$ cat src/hdl/bat_pkg.sv
// Shared types and constants for the breakpoint address table.
// No dependencies; used by bat_cell and breakpoint_address_table.
package bat_pkg;

  localparam int TABLE_DEPTH_DEF = 32;
  localparam int ADDR_W          = 16;
  localparam int COUNT_OUT_W     = 6;

  typedef enum logic [1:0] {
    REQ_INSERT = 2'd0,
    REQ_REMOVE = 2'd1,
    REQ_CLEAR  = 2'd2,
    REQ_LOOKUP = 2'd3
  } req_t;

  typedef enum logic [1:0] {
    ST_DONE    = 2'd0,
    ST_FULL    = 2'd1,
    ST_NOMATCH = 2'd2
  } status_t;

  // Per-cell control from the sequencer.
  typedef struct packed {
    logic valid;  // cell index is below the entry count
    logic cmp;    // capture compare result
    logic load;   // write the request address
    logic shift;  // take the upper neighbor's entry
  } cell_ctl_t;

endpackage

$ cat src/hdl/bat_cell.sv
// One table entry: holds an address, compares it against the request and
// shifts in its upper neighbor's entry on remove. Depends on bat_pkg.
module bat_cell (
  input  logic                      clk,
  input  logic [bat_pkg::ADDR_W-1:0] addr,
  input  bat_pkg::cell_ctl_t        ctl,
  input  logic [bat_pkg::ADDR_W-1:0] next_entry,
  output logic [bat_pkg::ADDR_W-1:0] entry,
  output logic                      match
);

  always_ff @(posedge clk) begin
    if (ctl.load) begin
      entry <= addr;
    end else if (ctl.shift) begin
      entry <= next_entry;
    end
  end

  always_ff @(posedge clk) begin
    if (ctl.cmp) begin
      match <= ctl.valid && (entry == addr);
    end
  end

endmodule

$ cat src/hdl/breakpoint_address_table.sv
// Breakpoint address table: a compacted list of up to TABLE_DEPTH addresses
// with insert, remove-first-match, clear-all and lookup requests. Each request
// goes through these steps from acceptance to its result word: latch the
// request, compare every cell's entry with the address, pick the lowest
// matching cell, then shift or load the cells and register the result, which
// waits while an earlier result is not yet taken. A new request is taken once
// the previous one has reached the output register, even while that result
// still waits. Depends on bat_pkg and bat_cell.
module breakpoint_address_table #(
  parameter int TABLE_DEPTH = bat_pkg::TABLE_DEPTH_DEF
) (
  input  logic                            clk,
  input  logic                            rst,
  input  logic                            in_valid,
  output logic                            in_ready,
  input  logic [1:0]                      req_type,
  input  logic [bat_pkg::ADDR_W-1:0]      address,
  output logic                            out_valid,
  input  logic                            out_ready,
  output logic                            hit,
  output logic [1:0]                      status,
  output logic [bat_pkg::COUNT_OUT_W-1:0] entry_count
);

  localparam int CW = $clog2(TABLE_DEPTH + 1);

  typedef enum logic [3:0] {
    S_IDLE  = 4'b0001,
    S_MATCH = 4'b0010,
    S_SEL   = 4'b0100,
    S_APPLY = 4'b1000
  } state_t;

  state_t                       state;
  bat_pkg::req_t                op;
  logic [bat_pkg::ADDR_W-1:0]   addr;
  logic [CW-1:0]                count;
  logic [TABLE_DEPTH-1:0]       match_vec;
  logic [TABLE_DEPTH-1:0]       lowest;
  logic                         any;
  logic [TABLE_DEPTH-1:0]       at_or_above;
  logic [TABLE_DEPTH-1:0]       load_vec;
  logic [TABLE_DEPTH-1:0]       shift_vec;
  logic [bat_pkg::ADDR_W-1:0]   entries [TABLE_DEPTH];
  logic                         apply_go;
  logic                         full;

  assign in_ready    = (state == S_IDLE);
  assign apply_go    = (state == S_APPLY) && (!out_valid || out_ready);
  assign full        = (count >= CW'(TABLE_DEPTH));
  assign at_or_above = ~(lowest - TABLE_DEPTH'(1));

  always_comb begin
    for (int j = 0; j < TABLE_DEPTH; j++) begin
      load_vec[j]  = apply_go && (op == bat_pkg::REQ_INSERT) && (count == CW'(j));
      shift_vec[j] = apply_go && (op == bat_pkg::REQ_REMOVE) && any && at_or_above[j];
    end
  end

  for (genvar j = 0; j < TABLE_DEPTH; j++) begin : g_cell
    bat_pkg::cell_ctl_t         ctl;
    logic [bat_pkg::ADDR_W-1:0] next_entry;

    assign ctl.valid = (CW'(j) < count);
    assign ctl.cmp   = (state == S_MATCH);
    assign ctl.load  = load_vec[j];
    assign ctl.shift = shift_vec[j];

    if (j == TABLE_DEPTH - 1) begin : g_top
      assign next_entry = entries[j];
    end else begin : g_mid
      assign next_entry = entries[j + 1];
    end

    bat_cell u_cell (
      .clk        (clk),
      .addr       (addr),
      .ctl        (ctl),
      .next_entry (next_entry),
      .entry      (entries[j]),
      .match      (match_vec[j])
    );
  end

  // Request latch and lowest-match select.
  always_ff @(posedge clk) begin
    if (in_valid && in_ready) begin
      op   <= bat_pkg::req_t'(req_type);
      addr <= address;
    end
    if (state == S_SEL) begin
      lowest <= match_vec & (~match_vec + TABLE_DEPTH'(1));
      any    <= |match_vec;
    end
  end

  always_ff @(posedge clk) begin
    if (rst) begin
      state     <= S_IDLE;
      count     <= '0;
      out_valid <= 1'b0;
    end else begin
      if (apply_go) begin
        out_valid <= 1'b1;
      end else if (out_valid && out_ready) begin
        out_valid <= 1'b0;
      end
      unique case (state)
        S_IDLE: begin
          if (in_valid) begin
            state <= S_MATCH;
          end
        end
        S_MATCH: state <= S_SEL;
        S_SEL:   state <= S_APPLY;
        S_APPLY: begin
          if (apply_go) begin
            state <= S_IDLE;
          end
        end
        default: state <= S_IDLE;
      endcase
      if (apply_go) begin
        case (op)
          bat_pkg::REQ_INSERT: begin
            if (!full) begin
              count <= count + CW'(1);
            end
          end
          bat_pkg::REQ_REMOVE: begin
            if (any) begin
              count <= count - CW'(1);
            end
          end
          bat_pkg::REQ_CLEAR: count <= '0;
          default: ;
        endcase
      end
    end
  end

  // Result word; hold until taken.
  always_ff @(posedge clk) begin
    if (apply_go) begin
      hit <= (op == bat_pkg::REQ_LOOKUP) && any;
      case (op)
        bat_pkg::REQ_INSERT: begin
          if (full) begin
            status      <= bat_pkg::ST_FULL;
            entry_count <= bat_pkg::COUNT_OUT_W'(count);
          end else begin
            status      <= bat_pkg::ST_DONE;
            entry_count <= bat_pkg::COUNT_OUT_W'(count + CW'(1));
          end
        end
        bat_pkg::REQ_REMOVE: begin
          if (any) begin
            status      <= bat_pkg::ST_DONE;
            entry_count <= bat_pkg::COUNT_OUT_W'(count - CW'(1));
          end else begin
            status      <= bat_pkg::ST_NOMATCH;
            entry_count <= bat_pkg::COUNT_OUT_W'(count);
          end
        end
        bat_pkg::REQ_CLEAR: begin
          status      <= bat_pkg::ST_DONE;
          entry_count <= '0;
        end
        default: begin
          status      <= bat_pkg::ST_DONE;
          entry_count <= bat_pkg::COUNT_OUT_W'(count);
        end
      endcase
    end
  end

endmodule

$ cat config.mk
export PLATFORM = sky130hd
export DESIGN_NAME = breakpoint_address_table
export DESIGN_NICKNAME = d
export VERILOG_FILES = /design/src/hdl/bat_pkg.sv /design/src/hdl/bat_cell.sv /design/src/hdl/breakpoint_address_table.sv
export SDC_FILE = /design/constraint.sdc
export NUM_CORES = 1
export LEC_CHECK = 0
export BUFFER_PORTS_ARGS = -buffer_cell sky130_fd_sc_hd__buf_4
export CORE_MARGIN = 2
export CORE_UTILIZATION = 45
export DETAILED_ROUTE_END_ITERATION = 10
export MAX_ROUTING_LAYER = met4
export PLACE_DENSITY = 0.63
export REMOVE_ABC_BUFFERS = 1
export SLEW_MARGIN = 20
export SYNTH_ARGS = -nofsm -noshare
export SYNTH_HDL_FRONTEND = slang
export SYNTH_HIERARCHICAL = 1
export SYNTH_SLANG_ARGS = --single-unit
export TNS_END_PERCENT = 1
$ cat constraint.sdc
create_clock -name clk -period 8.7 [get_ports clk]
set_input_delay 1.74 -clock clk [delete_from_list [all_inputs] [get_ports clk]]
set_output_delay 1.74 -clock clk [all_outputs]
set_load 0.02 [all_outputs]
==> results.tsv, run 1 <==
metric	value	unit
fraction of final layout cells with drive strength greater than 1	0.326	
Pwr Total	6.34	mW
Crit. path cell count	7	
switching power as a share of total power	0.217	
Finish-stage setup viols	0	
total wire length after detailed routing	75600	um
horizontal extent of the die	274	um
worst setup path endpoint	g_cell[26].u_cell/entry[1]	
max-slew headroom at the worst pin	0.216	
startpoint type of the worst setup path	primary input	
Final Max Tran Viols	0	
Async SR Flop Fraction	0	
ordered list of cells on the worst path	buf_4 -> nand2b_1 -> nand3_1 -> nor2_1 -> nand2_1 -> nor2_2 -> or2_2	
detailed placement HPWL	49500	um
max incr delay on CP	0.94	ns
clock edge transition at the registers on the reported setup and hold paths	0.06	ns
dpl cell area	0.0342	mm^2
final hold viol count	0	
crit path capture type	flop	
setup repair bufs after CTS	0	
layout-stage area growth over the synthesis result	11.2	%
reg2reg end	g_cell[26].u_cell/entry[1]	
sequential area share after synthesis	0.560	
CP Data Required Time	8.97	ns
Setup WS post-layout	3.85	ns
final design area excluding fillers	0.0364	mm^2
top sig layer	met4	
gpl congestion	0.852	
clock net sink count	615	
Resized Gates After CTS	0	
wire length of the first global-routing pass	118000	um
routed length per placed instance	22.3	um
cell chosen for the clock root	clkbuf_16	
row count	98	
net total in the final layout	2409	
crit path max fanout	17	
power per cell area	174	mW/mm^2
Tcrit/Tclk final	0.557	
critical path buffer and inverter count	1	
Post-Syn Area per Cell	14.1	um^2
antenna-violating nets left	0	
mean number of vias per cell	5.56	
number of remaining DRC errors	0	
met1 wire length	31900	um
clock power share	0.441	
leakage power figure	9.53	nW
Worst Max-Slew Pin Slew	1.17	ns
aggregate global-route resource usage	0.211	
via count of the first global-routing pass	20223	
H-tree Lvls	3	
Net Sw Power	1.38	mW
most common library cell in the layout ignoring fill and taps	edfxtp_1	
aggregate global routing overflow	0	
Sequential cell area	0.0184	mm^2
most used cells in the layout excluding fill and tap cells	604 x edfxtp_1, 512 x mux2_2, 404 x xnor2_1, 136 x xor2_1, 103 x nand4_1	
cell total after placement	3256	
Distinct cells, synth	62	
Final Non-Filler Cells	3383	
internal power	4.96	mW
total of max-cap violations	0	
fill count	6138	
Ys Warns	6	
effective utilization at floorplan	0.457	
CTS Hold Bufs	0	
Synth Flop Type	edfxtp_1	
largest net degree at the start of global routing	65	
Slowest cell on crit path	nor2_2	
buffers added on ports	32	
Cells after Synth	2318	
Achievable Freq	206	MHz
Post-Syn Area	0.0328	mm^2
unrepaired setup endpoints after global routing	no	
WL met3	3210	um
clock latency of the later-clocked register in the worst-skew pair	0.61	ns
part of the total power dissipated in sequential elements	0.508	
initial antenna violation count	0	
Worst R2R Path Depth	6	
y dimension of the die	274	um
combinational cell fraction of total power	0.050	
Register-to-Register Setup Slack	4.54	ns
arrival time worst endpoint	5.12	ns
cts bufs inserted	71	
Max Root-Sink Buffers	3	
Die ar.	0.0750	mm^2
total length of routed met2 wires	38500	um
startpoint-to-endpoint class of the critical path	in -> reg	
hold crit path type	reg -> reg	
placeable core region	0.0717	mm^2
worst clock skew	0.0179	ns
result of the run	finished clean	
first-iteration detailed-routing DRC count	1222	
worst reg2reg path startpoint	state[3]	
clock tree from TritonCTS	yes	
pre-CTS WS	3.09	ns
number of enable flip-flop cells after synthesis	604	
worst vdd ir	0.167	mV
total iterations of the first detailed-routing run	5	
number of cells traversed by the worst hold path	2	
overall via count from detail_route	18810	
number of synthesized register bits	615	
worst setup path startpoint	out_ready	
# IOs	33	
kind of cell adding the most delay to the critical path	simple AND/OR/NAND/NOR gates	
final period demand of the worst path	4.85	ns
multi-input combinational cell area	0.0141	mm^2
Sum Neg Setup Slack	0	ns
## power by group through the flow
stage | clock network, mW | registers (mW) | logic [mW]
3_5_place_dp | 0 | 3.28 | 0.319
3_3_place_gp | 0 | 3.28 | 0.311
4_1_cts | 2.87 | 3.22 | 0.321
2_1_floorplan | 0 | 3.36 | 0.146
5_1_grt | 2.99 | 3.22 | 0.344
6_report | 2.80 | 3.22 | 0.319
## worst min path at each step
stage	from	endpoint	slack (ns)
CTS	out_valid	out_valid	0.52
global placement	state[1]	state[3]	0.51
global route	state[1]	state[3]	0.54
floorplan	state[1]	state[3]	0.45
detailed placement	out_valid	out_valid	0.51
finish	out_valid	out_valid	0.52
## logic make-up (layout without fill, tap and decap cells)
| group | count (synthesis) | after routing | synth area share |
|---|---|---|---|
| xor+xnor | 540 | 540 | 0.144 |
| simple gates | 481 | 481 | 0.0904 |
| buf+inv | 107 | 221 | 0.0148 |
| other cells | 0 | 1 | 0 |
| mux | 515 | 515 | 0.177 |
| flops | 615 | 615 | 0.560 |
| compound gates | 52 | 52 | 0.0101 |
| fa+ha+maj | 8 | 8 | 0.00306 |
## Yosys cell counts (6+ instances only)
cell type	number	area share
nand2_1	64	0.0073
nor3_1	28	0.0043
buf_2	66	0.010
nand4b_1	6	0.0016
dfxtp_1	11	0.0067
nand2b_1	6	0.0011
mux2_2	512	0.18
xor2_1	136	0.036
o21ai_0	13	0.0020
nor4_2	32	0.012
nand3_1	8	0.0012
and3_2	6	0.0014
nand3b_1	8	0.0018
nor4_1	37	0.0071
or2_2	34	0.0065
nor2b_1	7	0.0013
inv_1	20	0.0023
or4_1	7	0.0016
nand4_1	103	0.020
clkbuf_1	21	0.0024
ha_1	8	0.0031
xnor2_1	404	0.11
nor3b_1	7	0.0016
a21oi_1	13	0.0020
nor2_1	90	0.010
edfxtp_1	604	0.55
## per-stage QoR
step | utilization | hold slack, ns
after floorplan | - | 0.450
after global placement | 0.476 | 0.506
after detailed placement | 0.476 | 0.506
after CTS | 0.507 | 0.515
after global routing | 0.508 | 0.541
final | 0.508 | 0.516
## cell type report
| class | count | share of cell area |
|---|---|---|
| inverters | 20 | 0.00206 |
| repair buffers | 75 | 0.0155 |
| well taps | 950 | 0.0326 |
| clock buffers | 91 | 0.0532 |
| multi-input cells | 1596 | 0.386 |
| clock inverters | 35 | 0.00646 |
| diodes | 1 | 0.0000687 |
| flip-flops and latches | 615 | 0.504 |
## layer usage
metal / vias to the layer above / track usage
met1: 9518 / 0.256
met4: 0 / 0.0670
met2: 386 / 0.359
met3: 140 / 0.0338
li1: 8766 / -
met5: - / -
## tightest hold or removal path, delay by kind of cell (launching register included)
family          cells  cell delay [ns]
compound gates      1             0.06
flops               1             0.32
simple gates        1             0.09
## flip-flops by register name, summed over array words and instances (netlist names)
name,flops
g_cell.u_cell/match,32
entry_count,6
count,6
any,1
out_valid,1
hit,1
state,4
addr,16
status,2
lowest,32
op,2
g_cell.u_cell/entry,512
Note: power is estimated with default switching activity, not from simulation.
==> run 2: changes to the inputs <==
Clock period 8.7 ns to 4.55 ns, I/O delays scaled along.
==> results.tsv, run 2 (synthesis gave the netlist of run 1 again) <==
metric	value	unit	change
Achievable Freq	282	MHz	
crit path max fanout	17		unchanged
clock tree from TritonCTS	yes		
max-slew headroom at the worst pin	0.319		+0.104
clock net sink count	615		unchanged
initial antenna violation count	0		unchanged
cell chosen for the clock root	clkbuf_16		
Register-to-Register Setup Slack	1.0	ns	-3.54 ns
CTS Hold Bufs	0		unchanged
Max Root-Sink Buffers	3		unchanged
wire length of the first global-routing pass	116000	um	-1.3%
gpl congestion	0.875		+2.8%
max reg flops	512		unchanged
number of cells traversed by the worst hold path	1		-1
top sig layer	met4		
row count	98		unchanged
unrepaired setup endpoints after global routing	no		
count of inserted antenna diode cells	0		-1
buffers added on ports	32		unchanged
reg2reg end	g_cell[28].u_cell/entry[4]		
switching power as a share of total power	0.216		-0.00148
antenna-violating nets left	0		unchanged
crit path capture type	flop		
effective utilization at floorplan	0.457		unchanged
Slowest cell on crit path	nand2_1		
overall via count from detail_route	18831		+0.11%
Worst Max-Slew Pin Slew	1.02	ns	-0.156 ns
most common library cell in the layout ignoring fill and taps	edfxtp_1		
clock edge transition at the registers on the reported setup and hold paths	0.06	ns	about the same
setup repair bufs after CTS	0		unchanged
most used cells in the layout excluding fill and tap cells	604 x edfxtp_1, 512 x mux2_2, 404 x xnor2_1, 136 x xor2_1, 103 x nand4_1		
biggest regs	g_cell.u_cell/entry: 512 flops, g_cell.u_cell/match: 32 flops, lowest: 32 flops		
Pwr Total	12.4	mW	+95%
Tcrit/Tclk final	0.781		
hold path start	address[2]		
internal power	9.72	mW	+96%
routed length per placed instance	22.1	um	-1.2%
clock latency of the later-clocked register in the worst-skew pair	0.61	ns	about the same
placeable core region	0.0717	mm^2	unchanged
leakage power figure	9.67	nW	+1.6%
Net Sw Power	2.68	mW	+94%
Setup WS post-layout	0.998	ns	-2.85 ns
ordered list of cells on the worst path	nor2b_1 -> nand3_1 -> nor2_1 -> nand2_1 -> nor3_2 -> buf_4 -> or2_2		
mean number of vias per cell	5.53		-0.54%
H-tree Lvls	3		unchanged
register with the highest flop count	g_cell.u_cell/entry		
CP Data Required Time	4.81	ns	-4.16 ns
clock power share	0.453		+0.012
horizontal extent of the die	274	um	unchanged
kind of cell adding the most delay to the critical path	simple AND/OR/NAND/NOR gates		
startpoint-to-endpoint class of the critical path	reg -> reg		
Sum Neg Setup Slack	0	ns	unchanged
via count of the first global-routing pass	19871		-1.7%
pre-CTS WS	0.617	ns	-2.47 ns
largest net degree at the start of global routing	65		unchanged
aggregate global-route resource usage	0.208		-0.00259
fill count	6022		-1.9%
total length of routed met2 wires	37800	um	-1.8%
Worst R2R Path Depth	7		+1
combinational cell fraction of total power	0.050		about the same
worst clock skew	0.0199	ns	+0.00203 ns
first-iteration detailed-routing DRC count	1162		-4.9%
part of the total power dissipated in sequential elements	0.497		-0.011
fraction of final layout cells with drive strength greater than 1	0.330		+0.00387
hold crit path type	in -> reg		
WL met3	3270	um	+1.9%
total iterations of the first detailed-routing run	5		unchanged
met1 wire length	31700	um	-0.50%
# IOs	33		unchanged
detailed placement HPWL	49100	um	-0.71%
total of max-cap violations	0		unchanged
arrival time worst endpoint	3.82	ns	-1.30 ns
Die ar.	0.0750	mm^2	unchanged
Endpoint, Worst Hold	addr[2]		
final period demand of the worst path	3.55	ns	
critical path buffer and inverter count	1		unchanged
net total in the final layout	2429		+0.83%
aggregate global routing overflow	0		unchanged
power per cell area	337	mW/mm^2	+94%
y dimension of the die	274	um	unchanged
result of the run	finished clean		
worst reg2reg path startpoint	state[3]		
final hold viol count	0		unchanged
layout-stage area growth over the synthesis result	12.1	%	
worst vdd ir	0.233	mV	+40%
cts bufs inserted	69		-2.8%
Finish-stage setup viols	0		unchanged
startpoint type of the worst setup path	flop		
max incr delay on CP	0.60	ns	-0.34 ns
total wire length after detailed routing	75100	um	-0.55%
number of remaining DRC errors	0		unchanged
Final Max Tran Viols	0		unchanged
Resized Gates After CTS	0		unchanged
==> run 2: cell count changes in the layout (fill, tap and decap cells not counted), sizes merged <==
cell | before | now
clkinvlp | 4 | 3
clkbuf | 91 | 79
diode | 1 | 0
inv | 24 | 23
clkinv | 25 | 34
buf | 75 | 97
bufinv | 2 | 8
==> run 2: power groups by stage <==
stage                     combinational [mW]  clock, mW  sequential (mW)
final                                  0.620       5.61             6.16
after global routing                   0.666       5.96             6.16
after CTS                              0.622       5.74             6.16
after detailed placement               0.619          0             6.28
after global placement                 0.606          0             6.28
after floorplan                        0.279          0             6.42
==> run 2: final cells by class <==
type                    instances  area [um^2]  share of cell area
clock buffers                  79         1830              0.0498
clock inverters                48          445              0.0121
inverters                      20         75.1             0.00204
multi-input cells            1596        14000               0.381
flip-flops and latches        615        18400               0.500
well taps                     950         1190              0.0324
repair buffers                 97          841              0.0229
==> run 2: worst max-delay path by stage <==
stage               cells past startpoint                          end      start  slack, ns
global placement                        8  g_cell[28].u_cell/entry[11]  out_ready       0.71
CTS                                     7  g_cell[28].u_cell/entry[14]   state[3]       1.05
detailed placement                      8  g_cell[28].u_cell/entry[14]  out_ready       0.62
global route                            7   g_cell[28].u_cell/entry[4]   state[3]       0.73
finish                                  7   g_cell[28].u_cell/entry[4]   state[3]        1.0
floorplan                               2       g_cell[0].u_cell/match   state[1]       0.44
==> run 2: through the flow <==
stage / std cells / hold WS (ns) / area, um^2 / utilization
after floorplan: 2231 / 0.450 / 32300 / -
after global placement: 3278 / 0.497 / 34500 / 0.480
after detailed placement: 3278 / 0.512 / 34500 / 0.480
after CTS: 3405 / 0.440 / 36700 / 0.512
after global routing: 3405 / 0.439 / 36700 / 0.512
final: 3405 / 0.475 / 36700 / 0.512
==> run 2: layer usage <==
metal | vias up | GRT usage
met1 | 9480 | 0.252
met4 | 0 | 0.0733
met5 | - | -
li1 | 8802 | -
met3 | 167 | 0.0356
met2 | 382 | 0.350
